## src/hw/rtl/tcw_pkg.sv

```systemverilog
package tcw_pkg;

  localparam int DEF_COLUMNS = 80;
  localparam int DEF_ROWS    = 25;

  localparam logic [7:0] RESET_ATTR = 8'h0F;
  localparam logic [7:0] BLANK_CHAR = 8'h20;
  localparam logic [7:0] CH_LF      = 8'd10;
  localparam logic [7:0] CH_CR      = 8'd13;

  localparam logic [2:0] CMD_PUT   = 3'd0;
  localparam logic [2:0] CMD_START = 3'd1;
  localparam logic [2:0] CMD_CLEAR = 3'd2;
  localparam logic [2:0] CMD_INIT  = 3'd3;
  localparam logic [2:0] CMD_READ  = 3'd4;

  typedef struct packed {
    logic [2:0] command;
    logic [7:0] char_code;
    logic [4:0] read_row;
    logic [6:0] read_col;
  } in_item_t;

  typedef struct packed {
    logic [15:0] cell_value;
    logic [4:0]  cursor_row;
    logic [6:0]  cursor_col;
  } out_item_t;

endpackage

```

## src/hw/rtl/tcw_ctrl.sv

```systemverilog
module tcw_ctrl #(
  parameter int COLUMNS = tcw_pkg::DEF_COLUMNS,
  parameter int ROWS    = tcw_pkg::DEF_ROWS,
  parameter int CELLS   = COLUMNS * ROWS,
  parameter int AW      = $clog2(CELLS)
) (
  input  logic               clk,
  input  logic               rst_n,
  input  logic               cfg_wr_en,
  input  logic [7:0]         cfg_wr_data,
  input  logic               in_valid,
  output logic               in_stall,
  input  tcw_pkg::in_item_t  in_data,
  output logic               res_valid,
  input  logic               res_ready,
  output tcw_pkg::out_item_t res,
  output logic               mem_rd_en,
  output logic [AW-1:0]      mem_rd_addr,
  input  logic [15:0]        mem_rd_data,
  output logic               mem_wr_en,
  output logic [AW-1:0]      mem_wr_addr,
  output logic [15:0]        mem_wr_data
);

  import tcw_pkg::*;

  localparam int RW = $clog2(ROWS);
  localparam int CLW = $clog2(COLUMNS);
  localparam int CW = $clog2(CELLS + 1);

  typedef enum logic [3:0] {
    ST_IDLE   = 4'b0001,
    ST_RESP   = 4'b0010,
    ST_SCROLL = 4'b0100,
    ST_FILL   = 4'b1000
  } state_t;

  state_t         state_r, state_nxt;
  logic [RW-1:0]  row_r, row_nxt;
  logic [CLW-1:0] col_r, col_nxt;
  logic [7:0]     attr_r, attr_nxt;
  logic           boot_r, boot_nxt;
  logic [CW-1:0]  sweep_r, sweep_nxt;
  logic           pend_r, pend_nxt;
  logic [AW-1:0]  dst_r, dst_nxt;
  logic           rd_ok_r, rd_ok_nxt;

  logic           nl_req;
  logic           rd_in_range;
  logic [AW-1:0]  put_addr;
  logic [AW-1:0]  read_addr;
  logic [7:0]     fill_attr;

  assign put_addr  = AW'(row_r) * AW'(COLUMNS) + AW'(col_r);
  assign rd_in_range = (32'(in_data.read_row) < ROWS) && (32'(in_data.read_col) < COLUMNS);
  assign read_addr = AW'(in_data.read_row) * AW'(COLUMNS) + AW'(in_data.read_col);
  // the pass after reset blanks with the reset colour whatever config does meanwhile
  assign fill_attr = boot_r ? RESET_ATTR : attr_r;

  assign in_stall  = (state_r != ST_IDLE);
  assign res_valid = (state_r == ST_RESP);
  assign res.cell_value = rd_ok_r ? mem_rd_data : 16'd0;
  assign res.cursor_row = 5'(row_r);
  assign res.cursor_col = 7'(col_r);

  always_comb begin
    state_nxt   = state_r;
    row_nxt     = row_r;
    col_nxt     = col_r;
    attr_nxt    = cfg_wr_en ? cfg_wr_data : attr_r;
    boot_nxt    = boot_r;
    sweep_nxt   = sweep_r;
    pend_nxt    = 1'b0;
    dst_nxt     = dst_r;
    rd_ok_nxt   = rd_ok_r;
    nl_req      = 1'b0;
    mem_rd_en   = 1'b0;
    mem_rd_addr = sweep_r[AW-1:0];
    mem_wr_en   = 1'b0;
    mem_wr_addr = dst_r;
    mem_wr_data = mem_rd_data;

    unique case (state_r)
      ST_IDLE: begin
        if (in_valid) begin
          state_nxt = ST_RESP;
          rd_ok_nxt = 1'b0;
          unique case (in_data.command)
            CMD_PUT: begin
              if (in_data.char_code == CH_LF || in_data.char_code == CH_CR) begin
                nl_req = 1'b1;
              end else begin
                mem_wr_en   = 1'b1;
                mem_wr_addr = put_addr;
                mem_wr_data = {attr_r, in_data.char_code};
                if (col_r == CLW'(COLUMNS - 1)) begin
                  nl_req = 1'b1;
                end else begin
                  col_nxt = col_r + 1'b1;
                end
              end
            end
            CMD_START: begin
              nl_req = (col_r != '0);
            end
            CMD_CLEAR: begin
              sweep_nxt = '0;
              state_nxt = ST_FILL;
            end
            CMD_INIT: begin
              row_nxt   = '0;
              col_nxt   = '0;
              sweep_nxt = '0;
              state_nxt = ST_FILL;
            end
            CMD_READ: begin
              rd_ok_nxt   = rd_in_range;
              mem_rd_en   = rd_in_range;
              mem_rd_addr = read_addr;
            end
            default: ;
          endcase
          if (nl_req) begin
            col_nxt = '0;
            if (row_r == RW'(ROWS - 1)) begin
              sweep_nxt = CW'(COLUMNS);
              state_nxt = ST_SCROLL;
            end else begin
              row_nxt = row_r + 1'b1;
            end
          end
        end
      end
      ST_SCROLL: begin
        // read one row below, write back the word from the previous read
        if (sweep_r != CW'(CELLS)) begin
          mem_rd_en = 1'b1;
          pend_nxt  = 1'b1;
          dst_nxt   = AW'(sweep_r - CW'(COLUMNS));
          sweep_nxt = sweep_r + 1'b1;
        end else begin
          sweep_nxt = CW'(CELLS - COLUMNS);
          state_nxt = ST_FILL;
        end
        if (pend_r) begin
          mem_wr_en = 1'b1;
        end
      end
      ST_FILL: begin
        mem_wr_en   = 1'b1;
        mem_wr_addr = sweep_r[AW-1:0];
        mem_wr_data = {fill_attr, BLANK_CHAR};
        sweep_nxt   = sweep_r + 1'b1;
        if (sweep_r == CW'(CELLS - 1)) begin
          boot_nxt  = 1'b0;
          state_nxt = boot_r ? ST_IDLE : ST_RESP;
        end
      end
      ST_RESP: begin
        if (res_ready) begin
          state_nxt = ST_IDLE;
        end
      end
      default: state_nxt = ST_IDLE;
    endcase
  end

  always_ff @(posedge clk) begin
    if (!rst_n) begin
      state_r <= ST_FILL;
      row_r   <= '0;
      col_r   <= '0;
      attr_r  <= RESET_ATTR;
      boot_r  <= 1'b1;
      sweep_r <= '0;
      pend_r  <= 1'b0;
      rd_ok_r <= 1'b0;
    end else begin
      state_r <= state_nxt;
      row_r   <= row_nxt;
      col_r   <= col_nxt;
      attr_r  <= attr_nxt;
      boot_r  <= boot_nxt;
      sweep_r <= sweep_nxt;
      pend_r  <= pend_nxt;
      rd_ok_r <= rd_ok_nxt;
    end
  end

  always_ff @(posedge clk) begin
    dst_r <= dst_nxt;
  end

endmodule

```

## config.mk

```make
export PLATFORM = sky130hd
export DESIGN_NAME = tcw_ctrl
export DESIGN_NICKNAME = d
export VERILOG_FILES = /design/src/hw/rtl/tcw_pkg.sv /design/src/hw/rtl/tcw_ctrl.sv
export SDC_FILE = /design/constraint.sdc
export NUM_CORES = 1
export LEC_CHECK = 0
export BUFFER_PORTS_ARGS = -buffer_cell sky130_fd_sc_hd__buf_4
export CAP_MARGIN = 0
export CORE_UTILIZATION = 52
export DETAILED_ROUTE_END_ITERATION = 10
export PLACE_DENSITY = 0.86
export REMOVE_ABC_BUFFERS = 1
export SLEW_MARGIN = 20
export SYNTH_ARGS = -nofsm -noshare
export SYNTH_HDL_FRONTEND = slang
export SYNTH_SLANG_ARGS = --single-unit
```

## constraint.sdc

```tcl
create_clock -name clk -period 3.05 [get_ports clk]
set_clock_uncertainty 0.2 [all_clocks]
set_input_delay 0.1525 -clock clk [delete_from_list [all_inputs] [get_ports clk]]
set_output_delay 0.1525 -clock clk [all_outputs]
set_load 0.01 [all_outputs]
```

==> results of run 1 <==
-- worst paths after layout --
check                                        to  slack, ns
worst max-delay path            mem_wr_addr[10]       0.12
worst min-delay path                  attr_r[6]       0.03
worst max register to register       sweep_r[7]       0.44
worst min register to register           boot_r       0.34
-- routing by layer --
metal | up-vias | global-route usage [%] | share of wire, %
met5 | - | 0 | 0
met4 | 0 | 9.836 | 2.1
li1 | 1858 | - | -
met3 | 18 | 5.118 | 8.1
met2 | 222 | 51.07 | 49
met1 | 1855 | 37.52 | 41
-- where the power goes --
group	switching, mW	total [mW]	internal (mW)
logic	0.391	0.750	0.358
registers	0.0421	0.730	0.688
clock network	0.240	0.407	0.167
total	0.673	1.89	1.21
-- worst max-delay path, delay by kind of cell, from the launching register on --
family / cells / cell delay [ns]
simple gates: 1 / 0.14
flops: 1 / 0.43
xor+xnor: 3 / 0.55
buf+inv: 1 / 0.14
fa+ha+maj: 3 / 0.88
compound gates: 1 / 0.14
-- what timing repair did --
item                                    4_1_cts  5_1_grt
hold endpoints to repair                     14        0
pin swaps                                     0        0
hold buffers                                 19        0
gates resized for setup                       1        6
endpoints found under the setup margin        1       14
-- sequential cells by signal, indices dropped and copies added, names as in the netlist --
register / cells
attr_r: 8
boot_r: 1
col_r: 7
dst_r: 11
pend_r: 1
rd_ok_r: 1
row_r: 5
state_r: 4
sweep_r: 11
-- final cells by class --
type	instances	share of cell area (%)
multi-input combinational	342	50.01
timing repair buffer	146	22.63
sequential	49	21.66
tap	96	2.377
inverter	20	1.486
clock buffer	5	1.362
clock inverter	3	0.4704
-- metrics by stage --
stage / instances / instance area [um^2]
2_1_floorplan: 411 / 3686
3_3_place_gp: 634 / 4760
3_5_place_dp: 634 / 4760
4_1_cts: 661 / 5044
5_1_grt: 661 / 5054
6_report: 661 / 5054
-- cell usage in the layout (no fill, tap or decap), types with 5 or more instances in the layout --
cell type / instances
a21oi_1: 9
a22o_1: 8
ha_1: 28
nand3_1: 13
mux2i_1: 11
nand2_1: 41
dlygate4sd3_1: 19
nand4_1: 7
edfxtp_1: 11
mux2_2: 7
xnor2_1: 9
buf_4: 127
and2_1: 19
clkbuf_8: 5
inv_1: 19
xor2_1: 13
nor2_1: 34
a221o_1: 11
and3_1: 6
o21ai_0: 23
a21o_1: 7
a31oi_1: 11
dfxtp_1: 35
nor2b_1: 7
-- kinds of logic after synthesis --
family | synth area share (%)
DFF | 28.80
AOI/OAI and AO/OA | 21.93
xor gates and xnor gates | 5.086
adders and majority gates | 11.36
and+or+nand+nor | 23.15
muxes | 4.987
buffers and inverters | 4.689
==> metrics.md, run 1 <==
| Metric | Value |
|---|---|
| Footprint of the multi-input gates | `2527 um^2` |
| Initial core utilization | `54.86%` |
| Final Hold Vio Count | `0` |
| Vias per cell | `5.980` |
| RePlAce Congestion | `0.8866` |
| Wirelength per Cell | `17.31 um` |
| Vias in the first global route | `3,654` |
| CTS Root Cell | `clkbuf_8` |
| Synth top area share | `20.08%` |
| Via count | `3,953` |
| Post-synth top cells | `nand2_1, dfxtp_1, nor2_1` |
| First-pass GRT wire length | `17,680 um` |
| Most frequent cell after synthesis | `nand2_1` |
| Clk sinks | `49` |
| Period minus WS final | `2.930 ns` |
| Largest net degree at the start of global routing | `21` |
| Routed Antenna Nets | `0` |
| PwrDens | `373.3 nW/um^2` |
| Mean Syn Cell Area | `8.770 um^2` |
| Min-delay src | `cfg_wr_en` |
| Status | `complete, no violations` |
| Clock Path Buffers | `2` |
| Storage element area | `1095 um^2` |
| Total power | `1.887 mW` |
| Crit path from | `row_r[1]` |
| # IOs | `122` |
| Worst R2R Start | `col_r[0]` |
| Num CTS Buffers | `5` |
| Post-Place Setup Slack | `0.3426 ns` |
| Routed Wire Length | `11,440 um` |
| Height of the die | `87.36 um` |
| Total core area | `6907 um^2` |
| Maximum VDD drop | `171.1 uV` |
| Setup TNS | `0 ns` |
| Fmax | `341.3 MHz` |
| DP HPWL | `8358 um` |
| Crit-path cells | `ha_1, ha_1, fa_1, xor2_1, nand4b_1, xor2_1, xnor2_1, o21ai_1, buf_4` |
| Fin worst setup slack | `0.1204 ns` |
| RSZ-0062 raised after global routing | `false` |
| Post-synth EDFFs | `11` |
| CP Max Fanout | `8` |
| H-tree depth | `2` |
| Critical Path RT | `2.70 ns` |
| Hold_ws | `0.02864 ns` |
| Post-synthesis cell area | `3789 um^2` |
| Flop and latch count out of synthesis | `49` |
| Synth warn | `0` |
| Period utilization | `96.05%` |
| Critical path type | `flop to output pin` |
| Pins over their slew limit | `0` |
| Sequential area share after synthesis | `28.80%` |
| Die footprint | `7631 um^2` |
| Clk_lat worst skew | `0.31 ns` |
| Main area contributors after synthesis | `dfxtp_1, ha_1, edfxtp_1` |
| Layout cells sized above 1 | `29.38%` |
| Worst r2r path cells | `7` |
| LEAKAGE | `2.292 nW` |
| Worst Hold Depth | `3` |
| Total gr overflow | `0` |
| Final net count | `648` |
| Post-Synthesis Cells | `432` |
| Number of library cell types mapped by synthesis | `64` |
| Worst setup EP type | `output pin` |
| Number of setup violations in the final report | `0` |
| Least-Margin Pin Slew | `0.6293 ns` |
| Max Cap Violations | `0` |
| CP max-delay cell | `dfxtp_2` |
| Synth Flop Type | `dfxtp_1` |
| Arr. time, crit path | `2.58 ns` |
| Max transition margin | `57.66%` |
| Worst setup SP type | `flop` |
| Synth async-reset ratio | `0%` |
| CTS tree | `done` |
| Postcts setup bufs | `0` |
| Worst Hold Class | `input pin to flop` |
| Initial DRT Pass Iterations | `5` |
| Aggregate global-route resource usage | `29.68%` |
| Rows | `30` |
| Synth area leader | `dfxtp_1` |
| Ant diodes | `0` |
| Slowest stage delay, CP | `0.43 ns` |
| Horiz. Die Dim | `87.36 um` |
| Clock transition at path regs | `0.10 ns` |
| I/O Buffers | `121` |
| Fillers | `537` |
| Initial drt markers | `294` |
| Utilization after layout | `73.17%` |
| Antenna violations before repair | `0` |
| # DRC | `0` |
| Syn-to-layout area delta | `33.39%` |
(Power assumes the default switching activity.)
==> run 2: changes to the inputs <==
Settings changed: CORE_ASPECT_RATIO set to 0.5, RECOVER_POWER set to 50.
==> metrics.md, run 2 (synthesis gave the netlist of run 1 again) <==
| Metric | Value |
|---|---|
| CTS Root Cell | `clkbuf_16 (was clkbuf_8)` |
| Crit-path cells | `nor4b_4, inv_2, nor4b_4, buf_4, a21oi_2, a221o_1, buf_4 (was ha_1, ha_1, fa_1, xor2_1, nand4b_1, xor2_1, xnor2_1, o21ai_1, buf_4)` |
| Metal2 WL | `5132 um (was 5585 um)` |
| Worst Hold Class | `input pin to flop (unchanged)` |
| Final Cell Area | `5024 um^2 (was 5054 um^2)` |
| Total power | `1.999 mW (was 1.887 mW)` |
| Met1 wire length | `4962 um (was 4688 um)` |
| DP HPWL | `8234 um (was 8358 um)` |
| Ant diodes | `0 (unchanged)` |
| Syn-to-layout area delta | `32.60% (was 33.39%)` |
| Rows | `21 (was 30)` |
| Via count | `3,889 (was 3,953)` |
| Num CTS Buffers | `5 (unchanged)` |
| Arr. time, crit path | `2.59 ns (was 2.58 ns)` |
| Pins over their slew limit | `0 (unchanged)` |
| Largest net degree at the start of global routing | `21 (unchanged)` |
| Commonest non-fill, non-tap cell in the layout | `buf_4 (unchanged)` |
| Fmax | `339.8 MHz (was 341.3 MHz)` |
| Worst setup SP type | `flop (unchanged)` |
| Utilization after layout | `73.25% (was 73.17%)` |
| PwrDens | `398.0 nW/um^2 (was 373.3 nW/um^2)` |
| Placed inst area | `4755 um^2 (was 4760 um^2)` |
| Biggest regs | `dst_r x11, sweep_r x11, attr_r x8 (unchanged)` |
| Final Hold Vio Count | `0 (unchanged)` |
| Initial core utilization | `55.25% (was 54.86%)` |
| Clk_lat worst skew | `0.29 ns (was 0.31 ns)` |
| Maximum VDD drop | `281.6 uV (was 171.1 uV)` |
| Vias in the first global route | `3,495 (was 3,654)` |
| Fillers | `532 (was 537)` |
| CP Max Fanout | `19 (was 8)` |
| Slowest stage delay, CP | `0.52 ns (was 0.43 ns)` |
| CP max-delay cell | `dfxtp_1 (was dfxtp_2)` |
| Total core area | `6858 um^2 (was 6907 um^2)` |
| Hold_ws | `0.03412 ns (was 0.02864 ns)` |
| Storage element area | `1094 um^2 (was 1095 um^2)` |
| First-pass GRT wire length | `17,440 um (was 17,680 um)` |
| LEAKAGE | `2.229 nW (was 2.292 nW)` |
| Status | `complete, no violations (unchanged)` |
| # DRC | `0 (unchanged)` |
| Clk sinks | `49 (unchanged)` |
| Max transition margin | `28.77% (was 57.66%)` |
| Final net count | `647 (was 648)` |
| Die footprint | `7652 um^2 (was 7631 um^2)` |
| Period utilization | `96.49% (was 96.05%)` |
| Least-Margin Pin Slew | `1.068 ns (was 0.6293 ns)` |
| Max Cap Violations | `0 (unchanged)` |
| Clock Path Buffers | `2 (unchanged)` |
| Layout cells sized above 1 | `26.77% (was 29.38%)` |
| Footprint of the multi-input gates | `2522 um^2 (was 2527 um^2)` |
| Routed Wire Length | `11,180 um (was 11,440 um)` |
| Met3 routed WL | `868 um (was 932 um)` |
| Total gr overflow | `0 (unchanged)` |
| Initial DRT Pass Iterations | `6 (was 5)` |
| Critical path type | `flop to output pin (unchanged)` |
| RePlAce Congestion | `0.8808 (was 0.8866)` |
| Vias per cell | `5.928 (was 5.980)` |
| Horiz. Die Dim | `122.7 um (was 87.36 um)` |
| Antenna violations before repair | `0 (unchanged)` |
| Routed Antenna Nets | `0 (unchanged)` |
| Number of setup violations in the final report | `0 (unchanged)` |
| Max Used Layer | `met4 (unchanged)` |
| # IOs | `122 (unchanged)` |
| Initial drt markers | `378 (was 294)` |
| Wirelength per Cell | `17.04 um (was 17.31 um)` |
| Clock transition at path regs | `0.06 ns (was 0.10 ns)` |
| CTS tree | `done (unchanged)` |
| Period minus WS final | `2.943 ns (was 2.930 ns)` |
| Worst setup EP type | `output pin (unchanged)` |
| Aggregate global-route resource usage | `29.32% (was 29.68%)` |
| Commonest cells after routing, fill and taps aside | `buf_4, nand2_1, dfxtp_1 (unchanged)` |
| FF-to-FF setup slack | `0.34 ns (was 0.44 ns)` |
| Critical Path RT | `2.70 ns (about the same)` |
| Height of the die | `62.36 um (was 87.36 um)` |
| I/O Buffers | `121 (unchanged)` |
| H-tree depth | `2 (unchanged)` |
[run 2: cell count changes in the layout (fill, tap and decap cells not counted), sizes merged]
cell | previous run | this run
inv | 22 | 20
buf | 127 | 117
clkinvlp | 0 | 1
clkbuf | 5 | 19
dlygate4sd3 | 19 | 15
[run 2: final timing paths]
check,to,start,cells after the start
worst max-delay path,mem_wr_addr[6],state_r[0],7
worst min-delay path,attr_r[6],cfg_wr_en,3
worst max register to register,sweep_r[5],col_r[0],7
worst min register to register,boot_r,boot_r,2
[run 2: where the power goes]
group | switching [mW] | internal [mW]
Clock | 0.242 | 0.302
Sequential | 0.0388 | 0.688
Combinational | 0.382 | 0.347
Total | 0.663 | 1.34
[run 2: repair_timing]
action / in CTS / in global routing
setup buffers: 0 / 3
pin swaps: 0 / 1
endpoints found under the hold margin: 12 / 0
resized for setup: 1 / 2
hold buffers: 15 / 0
cloned: 0 / 0
endpoints found under the setup margin: 10 / 23
[run 2: metal layers]
layer	track usage, %	up-vias
met5	0	-
met4	9.299	0
met3	4.504	17
met2	48.67	163
met1	38.90	1839
li1	-	1870
[run 2: layout make-up]
class                           instances  share of cell area, %
Sequential cell                        49                  21.77
Multi-Input combinational cell        342                  50.21
Clock inverter                          2                 0.2242
Tap cell                               92                  2.291
Inverter                               20                  1.494
Clock buffer                            6                  2.565
Timing Repair Buffer                  145                  21.44
[run 2: stage by stage]
stage	std cells	setup slack, ns	TNS [ns]
6_report	656	0.1069	0
5_1_grt	656	-0.01297	-0.02002
4_1_cts	653	-0.03119	-0.2109
3_5_place_dp	630	0.1583	0
3_3_place_gp	630	0.3190	0
2_1_floorplan	411	0.5117	0
[run 2: critical path: cells and delay by family (launching register included)]
family | cells | cell delay [ns]
and+or+nand+nor | 2 | 0.64
AOI/OAI and AO/OA | 2 | 0.64
DFF | 1 | 0.52
buffers and inverters | 3 | 0.48
==> run 3: changes to the inputs <==
Settings changed: ABC_AREA set to 1, CAP_MARGIN 0 to not set, CORE_UTILIZATION 52 to 53, PLACE_DENSITY 0.86 to 0.87.
==> metrics.md, run 3 <==
| Metric | Value |
|---|---|
| Postcts setup bufs | `0 (unchanged)` |
| Critical path type | `flop to output pin (unchanged)` |
| Synth warn | `0 (unchanged)` |
| Int Pwr | `1.267 mW (was 1.336 mW)` |
| Worst R2R End | `dst_r[2] (was sweep_r[5])` |
| Total core area | `6963 um^2 (was 6858 um^2)` |
| Utilization after layout | `75.15% (was 73.25%)` |
| Crit-path cells | `ha_1, ha_1, fa_1, xnor2_1, inv_1, nand3_1, inv_1, a21oi_1, o21ai_0, o211ai_1, buf_4 (was nor4b_4, inv_2, nor4b_4, buf_4, a21oi_2, a221o_1, buf_4)` |
| Fin worst setup slack | `0.2200 ns (was 0.1069 ns)` |
| Setup TNS | `0 ns (unchanged)` |
| Worst Hold Depth | `4 (was 3)` |
| Pins over their slew limit | `0 (unchanged)` |
| Switching share of power | `34.05% (was 33.16%)` |
| Worst setup SP type | `flop (unchanged)` |
| Horiz. Die Dim | `124.7 um (was 122.7 um)` |
| Routed Antenna Nets | `0 (unchanged)` |
| Synth area leader | `dfxtp_1 (unchanged)` |
| Layout cells sized above 1 | `17.28% (was 26.77%)` |
| Multiplexer area fraction after synthesis | `0% (was 4.987%)` |
| CP Max Fanout | `9 (was 19)` |
| Post-synthesis cell area | `3988 um^2 (was 3789 um^2)` |
| Comb power frac | `32.0% (was 36.5%)` |
| Total gr overflow | `0 (unchanged)` |
| Mean Syn Cell Area | `6.702 um^2 (was 8.770 um^2)` |
| Min-delay src | `in_data[4] (was cfg_wr_en)` |
| Status | `complete, no violations (unchanged)` |
| Sequential area share after synthesis | `27.36% (was 28.80%)` |
| Critical Path RT | `2.70 ns (about the same)` |
| Period minus WS final | `2.830 ns (was 2.943 ns)` |
| Worst R2R Start | `sweep_r[0] (was col_r[0])` |
| Synth top area share | `19.08% (was 20.08%)` |
| RSZ-0062 raised after global routing | `false` |
| # DRC | `0 (unchanged)` |
| Post-synthesis adder-cell area fraction | `10.79% (was 11.36%)` |
| PwrDens | `367.1 nW/um^2 (was 398.0 nW/um^2)` |
| First-pass GRT wire length | `19,480 um (was 17,440 um)` |
| Ant diodes | `0 (unchanged)` |
| Clock transition at path regs | `0.08 ns (was 0.06 ns)` |
| Post-Place Setup Slack | `0.4113 ns (was 0.1583 ns)` |
| Slowest stage delay, CP | `0.44 ns (was 0.52 ns)` |
| LEAKAGE | `2.544 nW (was 2.229 nW)` |
| Main area contributors after synthesis | `dfxtp_1, nand2_1, ha_1 (was dfxtp_1, ha_1, edfxtp_1)` |
| Num CTS Buffers | `5 (unchanged)` |
| Grt met3 use | `5.523% (was 4.504%)` |
| Global route hottest layer | `met2 (unchanged)` |
| Commonest cells after routing, fill and taps aside | `nand2_1, buf_4, inv_1 (was buf_4, nand2_1, dfxtp_1)` |
| Vias per cell | `5.537 (was 5.928)` |
| Simple-Gate Fraction of Synth Area | `32.66% (was 23.15%)` |
| Number of setup violations in the final report | `0 (unchanged)` |
| DP HPWL | `8721 um (was 8234 um)` |
| Clock network power share | `31.1% (was 27.2%)` |
| Clk sinks | `49 (unchanged)` |
| Placed inst area | `4971 um^2 (was 4755 um^2)` |
| Post-synth top cells | `nand2_1, inv_1, nand3_1 (was nand2_1, dfxtp_1, nor2_1)` |
| Post-synthesis compound-gate area fraction | `12.99% (was 21.93%)` |
| Least-Margin Pin Slew | `0.8533 ns (was 1.068 ns)` |
| Flop and latch count out of synthesis | `49 (unchanged)` |
| Final net count | `818 (was 647)` |
| Worst Hold Class | `input pin to flop (unchanged)` |
| Initial DRT Pass Iterations | `5 (was 6)` |
| Rows | `21 (unchanged)` |
| CTS tree | `done (unchanged)` |
| Met1 usage | `40.65% (was 38.90%)` |
| Arr. time, crit path | `2.48 ns (was 2.59 ns)` |
| Post-Synth XOR/XNOR Area | `5.491% (was 5.086%)` |
| Initial drt markers | `452 (was 378)` |
| Grt met2 use | `51.04% (was 48.67%)` |
| Height of the die | `63.34 um (was 62.36 um)` |
| H-tree depth | `2 (unchanged)` |
| Largest net degree at the start of global routing | `23 (was 21)` |
| Post-synth EDFFs | `11 (unchanged)` |
| Maximum VDD drop | `300.1 uV (was 281.6 uV)` |
| Post-Synthesis Cells | `595 (was 432)` |
| CP max-delay cell | `dfxtp_2 (was dfxtp_1)` |
| Vias in the first global route | `4,146 (was 3,495)` |
| Aggregate global-route resource usage | `30.32% (was 29.32%)` |
| Final Cell Area | `5233 um^2 (was 5024 um^2)` |
| Worst r2r path cells | `7 (unchanged)` |
| Wirelength per Cell | `14.47 um (was 17.04 um)` |
| Largest family of logic cells by synthesized area | `simple AND/OR/NAND/NOR gates (unchanged)` |
| Psw | `0.6541 mW (was 0.6629 mW)` |
| Worst Hold Path EP | `rd_ok_r (was attr_r[6])` |
| Worst setup EP type | `output pin (unchanged)` |
| CTS Root Cell | `clkbuf_16 (unchanged)` |
| Antenna violations before repair | `0 (unchanged)` |
| Most frequent cell after synthesis | `nand2_1 (unchanged)` |
| Period utilization | `92.79% (was 96.49%)` |
| # IOs | `122 (unchanged)` |
| Commonest non-fill, non-tap cell in the layout | `nand2_1 (was buf_4)` |
| Synth async-reset ratio | `0% (unchanged)` |
| Number of library cell types mapped by synthesis | `39 (was 64)` |
| Final Hold Vio Count | `0 (unchanged)` |
| Clk_lat worst skew | `0.30 ns (was 0.29 ns)` |
| RePlAce Congestion | `0.9213 (was 0.8808)` |
| Register share of total power | `36.9% (was 36.4%)` |
| I/O Buffers | `121 (unchanged)` |
| Initial core utilization | `57.27% (was 55.25%)` |
| FF-to-FF setup slack | `0.75 ns (was 0.34 ns)` |
| Via count | `4,579 (was 3,889)` |
| Clock Path Buffers | `2 (unchanged)` |
| Die footprint | `7896 um^2 (was 7652 um^2)` |
| Syn-to-layout area delta | `31.22% (was 32.60%)` |
| Synth Flop Type | `dfxtp_1 (unchanged)` |
| Fmax | `353.4 MHz (was 339.8 MHz)` |
| Max Cap Violations | `0 (unchanged)` |
| Routed Wire Length | `11,970 um (was 11,180 um)` |
| Max transition margin | `43.11% (was 28.77%)` |
| Biggest regs | `dst_r x11, sweep_r x11, attr_r x8 (unchanged)` |
==> run 3: cell count changes after synthesis, moves of 8 or more <==
cell / before / now
nor3_1: 4 / 12
a31oi_1: 11 / 0
nand2_1: 42 / 162
a221o_1: 11 / 0
inv_1: 19 / 84
a21oi_1: 9 / 33
nand3_1: 13 / 65
mux2i_1: 11 / 0
o21ai_0: 24 / 37
and2_1: 20 / 0
==> run 3: layer usage <==
metal,wire (um),up-vias,part of all wire (%)
met5,0,-,0
met4,148,0,1.2
met3,1018,20,8.5
met2,5579,227,47
met1,5220,2125,44
li1,-,2207,-
==> run 3: cells by family after synthesis <==
| logic type | after synthesis |
|---|---|
| AND/OR/NAND/NOR | 289 |
| flip-flops | 49 |
| XOR/XNOR | 25 |
| buffers and inverters | 108 |
| AO/OA/AOI/OAI | 92 |
| adder cells (fa/ha/maj) | 32 |
==> run 3: power by group through the flow <==
stage | combinational (mW) | sequential [mW] | clock [mW]
2_1_floorplan | 0.317 | 0.717 | 0
3_3_place_gp | 0.568 | 0.722 | 0
3_5_place_dp | 0.580 | 0.723 | 0
4_1_cts | 0.606 | 0.708 | 0.598
5_1_grt | 0.668 | 0.712 | 0.633
6_report | 0.614 | 0.709 | 0.598
==> run 3: critical path: cells and delay by family (launching register included) <==
kind                     cells  cell delay [ns]
AO/OA/AOI/OAI                3             0.34
flip-flops                   1             0.44
buffers and inverters        3             0.28
adder cells (fa/ha/maj)      3             0.87
XOR/XNOR                     1             0.19
AND/OR/NAND/NOR              1             0.07
==> run 3: worst max path at each step <==
stage	slack [ns]	cells after the start	startpoint	end
3_3_place_gp	0.51	11	row_r[1]	mem_wr_addr[10]
4_1_cts	0.11	11	row_r[1]	mem_wr_addr[10]
5_1_grt	0.03	11	row_r[1]	mem_wr_addr[10]
6_report	0.22	11	row_r[1]	mem_wr_addr[10]
2_1_floorplan	0.65	10	row_r[1]	mem_wr_addr[10]
3_5_place_dp	0.41	11	row_r[1]	mem_wr_addr[10]
==> run 3: stage by stage <==
stage,hold WS [ns],cells,power (mW)
2_1_floorplan,0.02873,578,1.034
3_3_place_gp,0.1648,797,1.290
3_5_place_dp,0.1679,797,1.303
4_1_cts,0.03813,827,1.913
5_1_grt,0.06386,827,2.013
6_report,0.04042,827,1.921
==> run 3: layout make-up <==
type | count | area (um^2)
multi-input combinational | 438 | 2465
fill | 570 | 1730
timing repair buffer | 149 | 1065
sequential | 49 | 1092
clock inverter | 3 | 28.78
tap | 92 | 115.1
inverter | 91 | 341.6
clock buffer | 5 | 125.1
==> run 3: what timing repair did <==
action,4_1_cts,5_1_grt
resized for setup,0,1
endpoints found under the setup margin,0,1
hold buffers,22,0
endpoints found under the hold margin,11,0
